`config.mk`:
```
export PLATFORM = sky130hd
export DESIGN_NAME = preemptive_priority_scheduler
export DESIGN_NICKNAME = d
export VERILOG_FILES = /design/src/sv/pps_pkg.sv /design/src/sv/pps_datapath.sv /design/src/sv/pps_control.sv /design/src/sv/preemptive_priority_scheduler.sv
export SDC_FILE = /design/constraint.sdc
export NUM_CORES = 2
export LEC_CHECK = 0
export ABC_AREA = 0
export BUFFER_PORTS_ARGS = -buffer_cell sky130_fd_sc_hd__buf_4
export CAP_MARGIN = 15
export CORE_ASPECT_RATIO = 1.2
export CORE_MARGIN = 2
export CORE_UTILIZATION = 35
export CTS_CLUSTER_DIAMETER = 200
export DETAILED_ROUTE_END_ITERATION = 7
export PLACE_DENSITY = 0.57
export SYNTH_ARGS = -nofsm -noshare
export SYNTH_HDL_FRONTEND = slang
export SYNTH_SLANG_ARGS = --single-unit
```
`constraint.sdc`:
```
create_clock -name clock -period 7.9 [get_ports clock]
set_input_delay 1.58 -clock clock [delete_from_list [all_inputs] [get_ports clock]]
set_output_delay 1.58 -clock clock [all_outputs]
set_load 0.02 [all_outputs]
```
`src/sv/pps_pkg.sv`:
```
// Package for the preemptive priority scheduler: widths, codes, command/status structs.
// No dependencies.
`default_nettype none
package pps_pkg;
   localparam int MaxJobsDefault = 16;
   localparam logic [23:0] Max24 = 24'hFFFFFF;

   localparam logic [1:0] KIND_CLEAR = 2'd0;
   localparam logic [1:0] KIND_LOAD  = 2'd1;
   localparam logic [1:0] KIND_TICK  = 2'd2;

   localparam logic [1:0] RES_SEG    = 2'd0;
   localparam logic [1:0] RES_DONE   = 2'd1;
   localparam logic [1:0] RES_REJECT = 2'd2;

   typedef struct packed {
      logic clear;       // clear table and time
      logic load;        // write request into table at loaded_ff
      logic scan_start;  // reset selection, point at entry 0
      logic scan_step;   // evaluate entry, advance pointer
      logic wait_start;  // apply run unit, advance time
      logic wait_step;   // waiting update on entry, advance pointer
      logic emit_reject;
      logic emit_idle;   // emit idle segment and advance time
      logic emit_close;  // close open segment
      logic emit_done;   // completion record
      logic open_seg;    // start segment for selected job
      logic mark_done;
      logic last;
   } pps_cmd_type;

   typedef struct packed {
      logic scan_end;    // pointer on final loaded entry
      logic found;
      logic table_full;
      logic all_done;    // no unfinished jobs
      logic run_valid;
      logic run_match;   // running id equals selected id
      logic sel_one;     // selected job has one unit left before the run
      logic sel_finish;  // selected job has no units left after the run
   } pps_sts_type;
endpackage
`default_nettype wire

```
`src/sv/pps_datapath.sv`:
```
// Datapath of the scheduler: job table, selection registers, time and output register.
// Depends on pps_pkg.
`default_nettype none
module pps_datapath #(
   parameter int MAX_JOBS = pps_pkg::MaxJobsDefault
) (
   input  wire logic                 clock,
   input  wire logic                 reset,
   input  wire pps_pkg::pps_cmd_type cmd,
   output pps_pkg::pps_sts_type      sts,
   input  wire logic [7:0]           req_job_id,
   input  wire logic [15:0]          req_arrival,
   input  wire logic [15:0]          req_burst,
   input  wire logic [7:0]           req_prio,
   output logic                      rsp_valid,
   output logic [1:0]                rsp_result_kind,
   output logic                      rsp_idle,
   output logic [7:0]                rsp_owner_id,
   output logic [23:0]               rsp_seg_start,
   output logic [23:0]               rsp_seg_end,
   output logic [23:0]               rsp_turnaround,
   output logic [23:0]               rsp_waited,
   output logic                      rsp_last
);
   import pps_pkg::*;
   localparam int IW = (MAX_JOBS > 1) ? $clog2(MAX_JOBS) : 1;
   localparam int CW = $clog2(MAX_JOBS + 1);

   logic [7:0]  id_mem_ff   [MAX_JOBS];
   logic [15:0] arr_mem_ff  [MAX_JOBS];
   logic [7:0]  prio_mem_ff [MAX_JOBS];
   logic [15:0] rem_mem_ff  [MAX_JOBS];
   logic [23:0] wait_mem_ff [MAX_JOBS];
   logic [MAX_JOBS-1:0] done_ff;

   logic [CW-1:0] loaded_ff, done_cnt_ff;
   logic [23:0]   now_ff;
   logic          run_valid_ff;
   logic [7:0]    run_id_ff;
   logic [23:0]   run_since_ff;

   logic [IW-1:0] ptr_ff;
   logic          found_ff;
   logic [IW-1:0] sel_ff;
   logic [7:0]    sel_prio_ff;
   logic [15:0]   sel_arr_ff;

   logic [CW-1:0] load_idx;
   logic [IW-1:0] load_ptr;
   logic [23:0]   now_inc;
   logic          cand, better;

   assign load_idx = loaded_ff;
   assign load_ptr = load_idx[IW-1:0];
   assign now_inc  = (now_ff == Max24) ? Max24 : now_ff + 24'd1;
   assign cand     = !done_ff[ptr_ff] && ({8'd0, arr_mem_ff[ptr_ff]} <= now_ff);
   assign better   = !found_ff || (prio_mem_ff[ptr_ff] < sel_prio_ff) ||
                     (prio_mem_ff[ptr_ff] == sel_prio_ff && arr_mem_ff[ptr_ff] < sel_arr_ff);

   always_comb begin
      sts.scan_end   = (CW'(ptr_ff) + CW'(1)) >= loaded_ff;
      sts.found      = found_ff;
      sts.table_full = loaded_ff >= CW'(MAX_JOBS);
      sts.all_done   = done_cnt_ff >= loaded_ff;
      sts.run_valid  = run_valid_ff;
      sts.run_match  = run_id_ff == id_mem_ff[sel_ff];
      sts.sel_one    = rem_mem_ff[sel_ff] == 16'd1;
      sts.sel_finish = rem_mem_ff[sel_ff] == 16'd0;
   end

   // table
   always_ff @(posedge clock) begin
      if (cmd.load) begin
         id_mem_ff[load_ptr]   <= req_job_id;
         arr_mem_ff[load_ptr]  <= req_arrival;
         prio_mem_ff[load_ptr] <= req_prio;
         rem_mem_ff[load_ptr]  <= req_burst;
         wait_mem_ff[load_ptr] <= 24'd0;
      end
      if (cmd.wait_start && rem_mem_ff[sel_ff] != 16'd0)
         rem_mem_ff[sel_ff] <= rem_mem_ff[sel_ff] - 16'd1;
      // time already advanced when wait_step runs
      if (cmd.wait_step && ptr_ff != sel_ff && !done_ff[ptr_ff] &&
          {8'd0, arr_mem_ff[ptr_ff]} < now_ff && rem_mem_ff[ptr_ff] != 16'd0 &&
          wait_mem_ff[ptr_ff] != Max24)
         wait_mem_ff[ptr_ff] <= wait_mem_ff[ptr_ff] + 24'd1;
   end

   // control and selection
   always_ff @(posedge clock) begin
      if (reset || cmd.clear) begin
         done_ff      <= '0;
         loaded_ff    <= '0;
         done_cnt_ff  <= '0;
         now_ff       <= '0;
         run_valid_ff <= 1'b0;
         run_id_ff    <= '0;
         run_since_ff <= '0;
         ptr_ff       <= '0;
         found_ff     <= 1'b0;
      end else begin
         if (cmd.load) begin
            done_ff[load_ptr] <= 1'b0;
            loaded_ff <= loaded_ff + CW'(1);
         end
         if (cmd.scan_start) begin
            ptr_ff   <= '0;
            found_ff <= 1'b0;
         end
         if (cmd.scan_step) begin
            if (cand && better) begin
               found_ff <= 1'b1;
               sel_ff <= ptr_ff;
               sel_prio_ff <= prio_mem_ff[ptr_ff];
               sel_arr_ff <= arr_mem_ff[ptr_ff];
            end
            ptr_ff <= ptr_ff + IW'(1);
         end
         if (cmd.wait_start) begin
            now_ff <= now_inc;
            ptr_ff <= '0;
         end
         if (cmd.wait_step) ptr_ff <= ptr_ff + IW'(1);
         if (cmd.emit_idle) now_ff <= now_inc;
         if (cmd.emit_close) run_valid_ff <= 1'b0;
         if (cmd.open_seg) begin
            run_valid_ff <= 1'b1;
            run_id_ff    <= id_mem_ff[sel_ff];
            run_since_ff <= now_ff;
         end
         if (cmd.mark_done) begin
            done_ff[sel_ff] <= 1'b1;
            done_cnt_ff <= done_cnt_ff + CW'(1);
         end
      end
   end

   // result register
   always_ff @(posedge clock) begin
      if (reset) rsp_valid <= 1'b0;
      else rsp_valid <= cmd.emit_reject | cmd.emit_idle | cmd.emit_close | cmd.emit_done;
      rsp_last       <= cmd.last;
      rsp_idle       <= 1'b0;
      rsp_seg_start  <= '0;
      rsp_seg_end    <= '0;
      rsp_turnaround <= '0;
      rsp_waited     <= '0;
      rsp_owner_id   <= '0;
      rsp_result_kind <= RES_SEG;
      if (cmd.emit_reject) begin
         rsp_result_kind <= RES_REJECT;
         rsp_owner_id    <= req_job_id;
      end else if (cmd.emit_close) begin
         rsp_owner_id  <= run_id_ff;
         rsp_seg_start <= run_since_ff;
         rsp_seg_end   <= now_ff;
      end else if (cmd.emit_idle) begin
         rsp_idle      <= 1'b1;
         rsp_seg_start <= now_ff;
         rsp_seg_end   <= now_inc;
      end else if (cmd.emit_done) begin
         rsp_result_kind <= RES_DONE;
         rsp_owner_id    <= id_mem_ff[sel_ff];
         rsp_seg_end     <= now_ff;
         rsp_turnaround  <= now_ff - {8'd0, arr_mem_ff[sel_ff]};
         rsp_waited      <= wait_mem_ff[sel_ff];
      end
   end
endmodule
`default_nettype wire

```
`src/sv/pps_control.sv`:
```
// Controller state machine of the scheduler: sequences load, scan, wait update and results.
// Depends on pps_pkg.
`default_nettype none
module pps_control (
   input  wire logic                 clock,
   input  wire logic                 reset,
   input  wire logic                 req_start,
   input  wire logic [1:0]           req_kind,
   input  wire logic [15:0]          req_burst,
   output logic                      busy,
   output pps_pkg::pps_cmd_type      cmd,
   input  wire pps_pkg::pps_sts_type sts
);
   import pps_pkg::*;
   localparam logic [3:0] S_IDLE   = 4'd0;
   localparam logic [3:0] S_SCAN   = 4'd1;
   localparam logic [3:0] S_DECIDE = 4'd2;
   localparam logic [3:0] S_IDLSEG = 4'd3;
   localparam logic [3:0] S_SWITCH = 4'd4;
   localparam logic [3:0] S_RUN    = 4'd5;
   localparam logic [3:0] S_WAIT   = 4'd6;
   localparam logic [3:0] S_CLOSE  = 4'd7;
   localparam logic [3:0] S_DONE   = 4'd8;

   logic [3:0] state_ff, state_in;
   logic       accept;

   assign busy   = state_ff != S_IDLE;
   assign accept = req_start && !busy;

   always_comb begin
      cmd = '0;
      state_in = state_ff;
      case (state_ff)
         S_IDLE: if (accept) begin
            case (req_kind)
               KIND_CLEAR: cmd.clear = 1'b1;
               KIND_LOAD: begin
                  if (req_burst == 16'd0 || sts.table_full) begin
                     cmd.emit_reject = 1'b1;
                     cmd.last = 1'b1;
                  end else cmd.load = 1'b1;
               end
               KIND_TICK: if (!sts.all_done) begin
                  cmd.scan_start = 1'b1;
                  state_in = S_SCAN;
               end
               default: ;
            endcase
         end
         S_SCAN: begin
            cmd.scan_step = 1'b1;
            if (sts.scan_end) state_in = S_DECIDE;
         end
         S_DECIDE: begin
            if (!sts.found) begin
               if (sts.run_valid) cmd.emit_close = 1'b1;
               state_in = S_IDLSEG;
            end else if (!sts.run_valid || !sts.run_match) begin
               // closing the preempted segment ends the request unless the new job finishes
               if (sts.run_valid) begin
                  cmd.emit_close = 1'b1;
                  cmd.last = !sts.sel_one;
               end
               state_in = S_SWITCH;
            end else state_in = S_RUN;
         end
         S_IDLSEG: begin
            cmd.emit_idle = 1'b1;
            cmd.last = 1'b1;
            state_in = S_IDLE;
         end
         S_SWITCH: begin
            cmd.open_seg = 1'b1;
            state_in = S_RUN;
         end
         S_RUN: begin
            cmd.wait_start = 1'b1;
            state_in = S_WAIT;
         end
         S_WAIT: begin
            cmd.wait_step = 1'b1;
            if (sts.scan_end) state_in = sts.sel_finish ? S_CLOSE : S_IDLE;
         end
         S_CLOSE: begin
            // sel_finish now sees the decremented count (zero)
            cmd.emit_close = 1'b1;
            state_in = S_DONE;
         end
         S_DONE: begin
            cmd.emit_done = 1'b1;
            cmd.mark_done = 1'b1;
            cmd.last = 1'b1;
            state_in = S_IDLE;
         end
         default: state_in = S_IDLE;
      endcase
   end

   always_ff @(posedge clock) begin
      if (reset) state_ff <= S_IDLE;
      else state_ff <= state_in;
   end
endmodule
`default_nettype wire

```
`src/sv/preemptive_priority_scheduler.sv`:
```
// Top level of the preemptive priority scheduler: controller plus datapath.
// Depends on pps_pkg, pps_control, pps_datapath.
//
// Requests are accepted when start is high and busy is low. Clear and load
// finish without raising busy; a rejected load gives its result the next
// cycle. A tick walks the job table one entry a cycle to pick the job and,
// when one is picked, walks it again to count waiting. Results appear on
// the rsp_ ports for exactly one cycle, flagged by rsp_valid; the receiver
// cannot stall them, so it must take every strobed result. rsp_last marks
// the final result of a request. Ticks after all jobs have finished give
// nothing and leave time unchanged.
`default_nettype none
module preemptive_priority_scheduler #(
   parameter int MAX_JOBS = pps_pkg::MaxJobsDefault
) (
   input  wire logic        clock,
   input  wire logic        reset,
   input  wire logic        start,
   output logic             busy,
   input  wire logic [1:0]  req_kind,
   input  wire logic [7:0]  req_job_id,
   input  wire logic [15:0] req_arrival,
   input  wire logic [15:0] req_burst,
   input  wire logic [7:0]  req_prio,
   output logic             rsp_valid,
   output logic [1:0]       rsp_result_kind,
   output logic             rsp_idle,
   output logic [7:0]       rsp_owner_id,
   output logic [23:0]      rsp_seg_start,
   output logic [23:0]      rsp_seg_end,
   output logic [23:0]      rsp_turnaround,
   output logic [23:0]      rsp_waited,
   output logic             rsp_last
);
   import pps_pkg::*;
   pps_cmd_type cmd;
   pps_sts_type sts;

   pps_control u_ctrl (
      .clock, .reset, .req_start(start), .req_kind, .req_burst, .busy, .cmd, .sts
   );

   pps_datapath #(.MAX_JOBS(MAX_JOBS)) u_dp (
      .clock, .reset, .cmd, .sts, .req_job_id, .req_arrival, .req_burst, .req_prio,
      .rsp_valid, .rsp_result_kind, .rsp_idle, .rsp_owner_id, .rsp_seg_start,
      .rsp_seg_end, .rsp_turnaround, .rsp_waited, .rsp_last
   );
endmodule
`default_nettype wire

```
==> metrics.md <==
| Metric | Value |
|---|---|
| Vias per cell | 5.71 |
| Vias in the first global route | 36.0k |
| GR Util All Layers | 0.191 |
| Warnings, synthesis | 0 |
| CTS tree | built |
| DIE AREA | 179,000 µm² |
| Initial Util | 0.352 |
| Post-CTS sizing | 0 |
| Syn Area/Cell | 17.2 µm² |
| Row cnt | 168 |
| Status | finished clean |
| Endpoints failing setup | 0 |
| Final Max Slew Viols | 0 |
| Syn Inst Count | 3,574 |
| Most frequent cell after synthesis | edfxtp_1 |
| DRC | 0 |
| Top cell type's share of synthesized area | 0.576 |
| EDFF count, synth | around 1.2k |
| Nets | approximately 3.9k |
| GR Overflow Total | 0 |
| 1st-pass router iterations | 7 |
| Post-synthesis sequential area ratio | 0.644 |
| Starting DRT DRC Count | 3,412 |
| Maximum VDD drop | roughly 0.0002 V |
| Clk root buf | clkbuf_16 |
| RSZ-0062 raised after global routing | no |
| Core ar. | between 150,000 and 200,000 µm² |
| Layout cell share with drive strength beyond 1 | 0.275 |
| CP Capture Type | flip-flop |
| Syn-to-layout area delta | 14.8% |
| Largest net degree at the start of global routing | 111 |
| Post-synth top cells | edfxtp_1 (1,180), mux4_2 (497), dfxtp_1 (209), nand2_1 (190), nor2_1 (177) |
| H-tree depth | 4 |
| Max-Cap Viols | 0 |
| Fmax | about 150 MHz |
| Worst Skew | 0.0304 ns |
| Initial antenna violation count | 10 |
| Clk_lat worst skew | 0.81 ns |
| Asr flop ratio synth | 0 |
| Hpwl dp | approximately 110,000 µm |
| Pwr/cell area | 225 nW/µm² |
| Critical path required time | 8.37 ns |
| Crit Path Max Fanout | 37 |
| Crit path kind | flip-flop to flip-flop |
| Drt total wl | 173,000 µm |
| WP data arrival | approximately 7.1 ns |
| Remaining antenna violation count | 0 |
| Final Hold Viols | 0 |
| CTS Buf Count | around 150 |
| Worst-path clk slew | around 0.06 ns |
| Routed length per instance | 28.0 µm |
| Syn nets | 3,703 |
| Final WS setup | 1.29 ns |
| CTS sink cnt | 1,389 |
| Total Neg Setup Slack | 0 ns |
| Pre-CTS setup slack | 1.20 ns |
| Crit path time final | 6.61 ns |
| LEAKAGE | roughly 23 nW |
| RePlAce Congestion | between 0.8 and 0.9 |
| Post-CTS Hold Buffers | 0 |
| Yosys cell types | 83 |
| Post-CTS Setup Bufs | 0 |
| Top_reg_cell synth | edfxtp_1 |
| Cell area after layout | 70,600 µm² |
| Die Ht | approximately 460 µm |
| Synth Cell Area | 61,500 µm² |
| Die extent in x | 387 µm |
| Startpoint types | flip-flop |
| Slew HR | 0.155 |
| WHS | 0.455 ns |
| Synth area leader | edfxtp_1 |
| Buffer depth of the longest clock path | 3 |
| Routed vias | 35.3k |
| Post-synthesis register bit count | approximately 1.4k |
| Fin util | 0.404 |
| Port Buffer Count | 162 |
| First-pass GRT wire length | ~250,000 µm |
| # IOs | 163 |
| Worst hold path class | flip-flop to flip-flop |
| Largest cells by area after synthesis | edfxtp_1 (58%), mux4_2 (18%), dfxtp_1 (6.8%) |
| Worst slew pin tran | approximately 1.3 ns |
| Placed Area | 65,700 µm² |
| Part of the cycle the worst path needs | 0.837 |
final cells by class:
cell class	instances	area [µm²]
inverter	77	289
tap	2295	2870
antenna	3	7.51
sequential	1389	39600
timing repair buffer	262	2110
clock inverter	67	773
multi-input combinational	1879	20900
clock buffer	204	4040
fill	15600	104000
report_power, final:
part / leakage [nW] / internal, W / switching [W]
logic: 7.95 / 0.000452 / 0.000530
clock network: 2.33 / 0.00394 / 0.00296
registers: 13.2 / 0.00794 / 0.0000728
sequential cells by signal, summed over array words and instances (netlist names), 2 cells and up, named ones only:
signal                cells
u_dp.wait_mem_ff        384
u_dp.rsp_seg_start       24
u_dp.arr_mem_ff         256
u_dp.rem_mem_ff         256
u_dp.done_cnt_ff          5
u_dp.sel_ff               4
u_dp.prio_mem_ff        128
u_dp.run_since_ff        24
u_dp.run_id_ff            8
u_dp.rsp_turnaround      24
u_dp.sel_arr_ff          16
u_dp.id_mem_ff          128
u_dp.load_idx             5
u_dp.rsp_result_kind      2
u_ctrl.state_ff           4
u_dp.sel_prio_ff          8
u_dp.ptr_ff               4
u_dp.rsp_owner_id         8
u_dp.now_ff              24
u_dp.rsp_waited          24
u_dp.done_ff             16
u_dp.rsp_seg_end         24
logic make-up after synthesis:
kind of cell | count (synthesis) | synth area share
xor gates and xnor gates | 84 | 0.0120
AOI/OAI and AO/OA | 455 | 0.0498
muxes | 568 | 0.199
DFF | 1389 | 0.644
buffers and inverters | 306 | 0.0235
and+or+nand+nor | 696 | 0.0562
adders and majority gates | 76 | 0.0156
critical path, cell delays in order (launching register included):
cell	delay [ns]
dfxtp_4	0.87
buf_4	0.48
mux4_2	0.54
mux4_2	0.57
ha_1	0.35
nand4_1	0.13
a21oi_1	0.07
o31ai_1	0.36
nand3_1	0.26
a21oi_1	0.75
nand4b_1	0.60
a21oi_4	0.87
buf_4	0.39
metal layers:
metal  part of all wire  vias to the layer above  GRT usage
met2               0.49                     1301      0.315
met3              0.064                      286     0.0365
met4              0.028                       18     0.0588
li1                   -                    15000          -
met5            0.00062                        -          0
met1               0.42                    18600      0.256
cell usage in the layout (no fill, tap or decap), types with 10 or more instances in the layout:
cell type / Yosys / routed
edfxtp_1: 1180 / 1180
nor3_1: 36 / 34
clkbuf_16: 0 / 150
buf_4: 23 / 250
nor4b_1: 13 / 13
clkbuf_1: 115 / 46
nand4_1: 27 / 27
a22o_1: 37 / 37
ha_1: 75 / 75
mux4_1: 19 / 19
a21oi_4: 0 / 16
a21oi_1: 138 / 122
mux2_2: 10 / 10
nor2_4: 0 / 16
or3_1: 11 / 11
xor2_1: 44 / 44
mux2i_1: 42 / 42
nand2_1: 190 / 190
clkinv_1: 1 / 18
nor4_1: 60 / 60
and2_1: 31 / 31
nor2b_1: 22 / 20
a211oi_1: 38 / 38
a311oi_1: 23 / 23
nand3_1: 59 / 58
clkinv_2: 0 / 19
nand2b_1: 12 / 12
bufinv_16: 0 / 10
nor2_1: 177 / 160
xnor2_1: 40 / 40
and3_1: 15 / 15
o21ai_0: 55 / 42
dfxtp_1: 209 / 201
inv_1: 74 / 74
a22oi_1: 57 / 57
a21o_1: 24 / 23
mux4_2: 497 / 497
through the flow:
stage / instances / power [W]
finish: 6176 / 0.0159
floorplan: 3574 / 0.00886
CTS: 6169 / 0.0161
global route: 6173 / 0.0164
global placement: 5896 / 0.00916
detailed placement: 5898 / 0.00917
path summary, 6_finish.rpt:
kind | from | slack [ns] | to | cells past startpoint
max reg2reg | flip-flop | 1.29 | u_dp.wait_mem_ff[13][5] | 12
min reg2reg | u_dp.run_since_ff[3] | 0.46 | u_dp.run_since_ff[3] | 2
max | flip-flop | 1.29 | u_dp.wait_mem_ff[13][5] | 12
min | u_dp.run_since_ff[3] | 0.46 | u_dp.run_since_ff[3] | 2
Note: power is estimated with default switching activity, not from simulation.
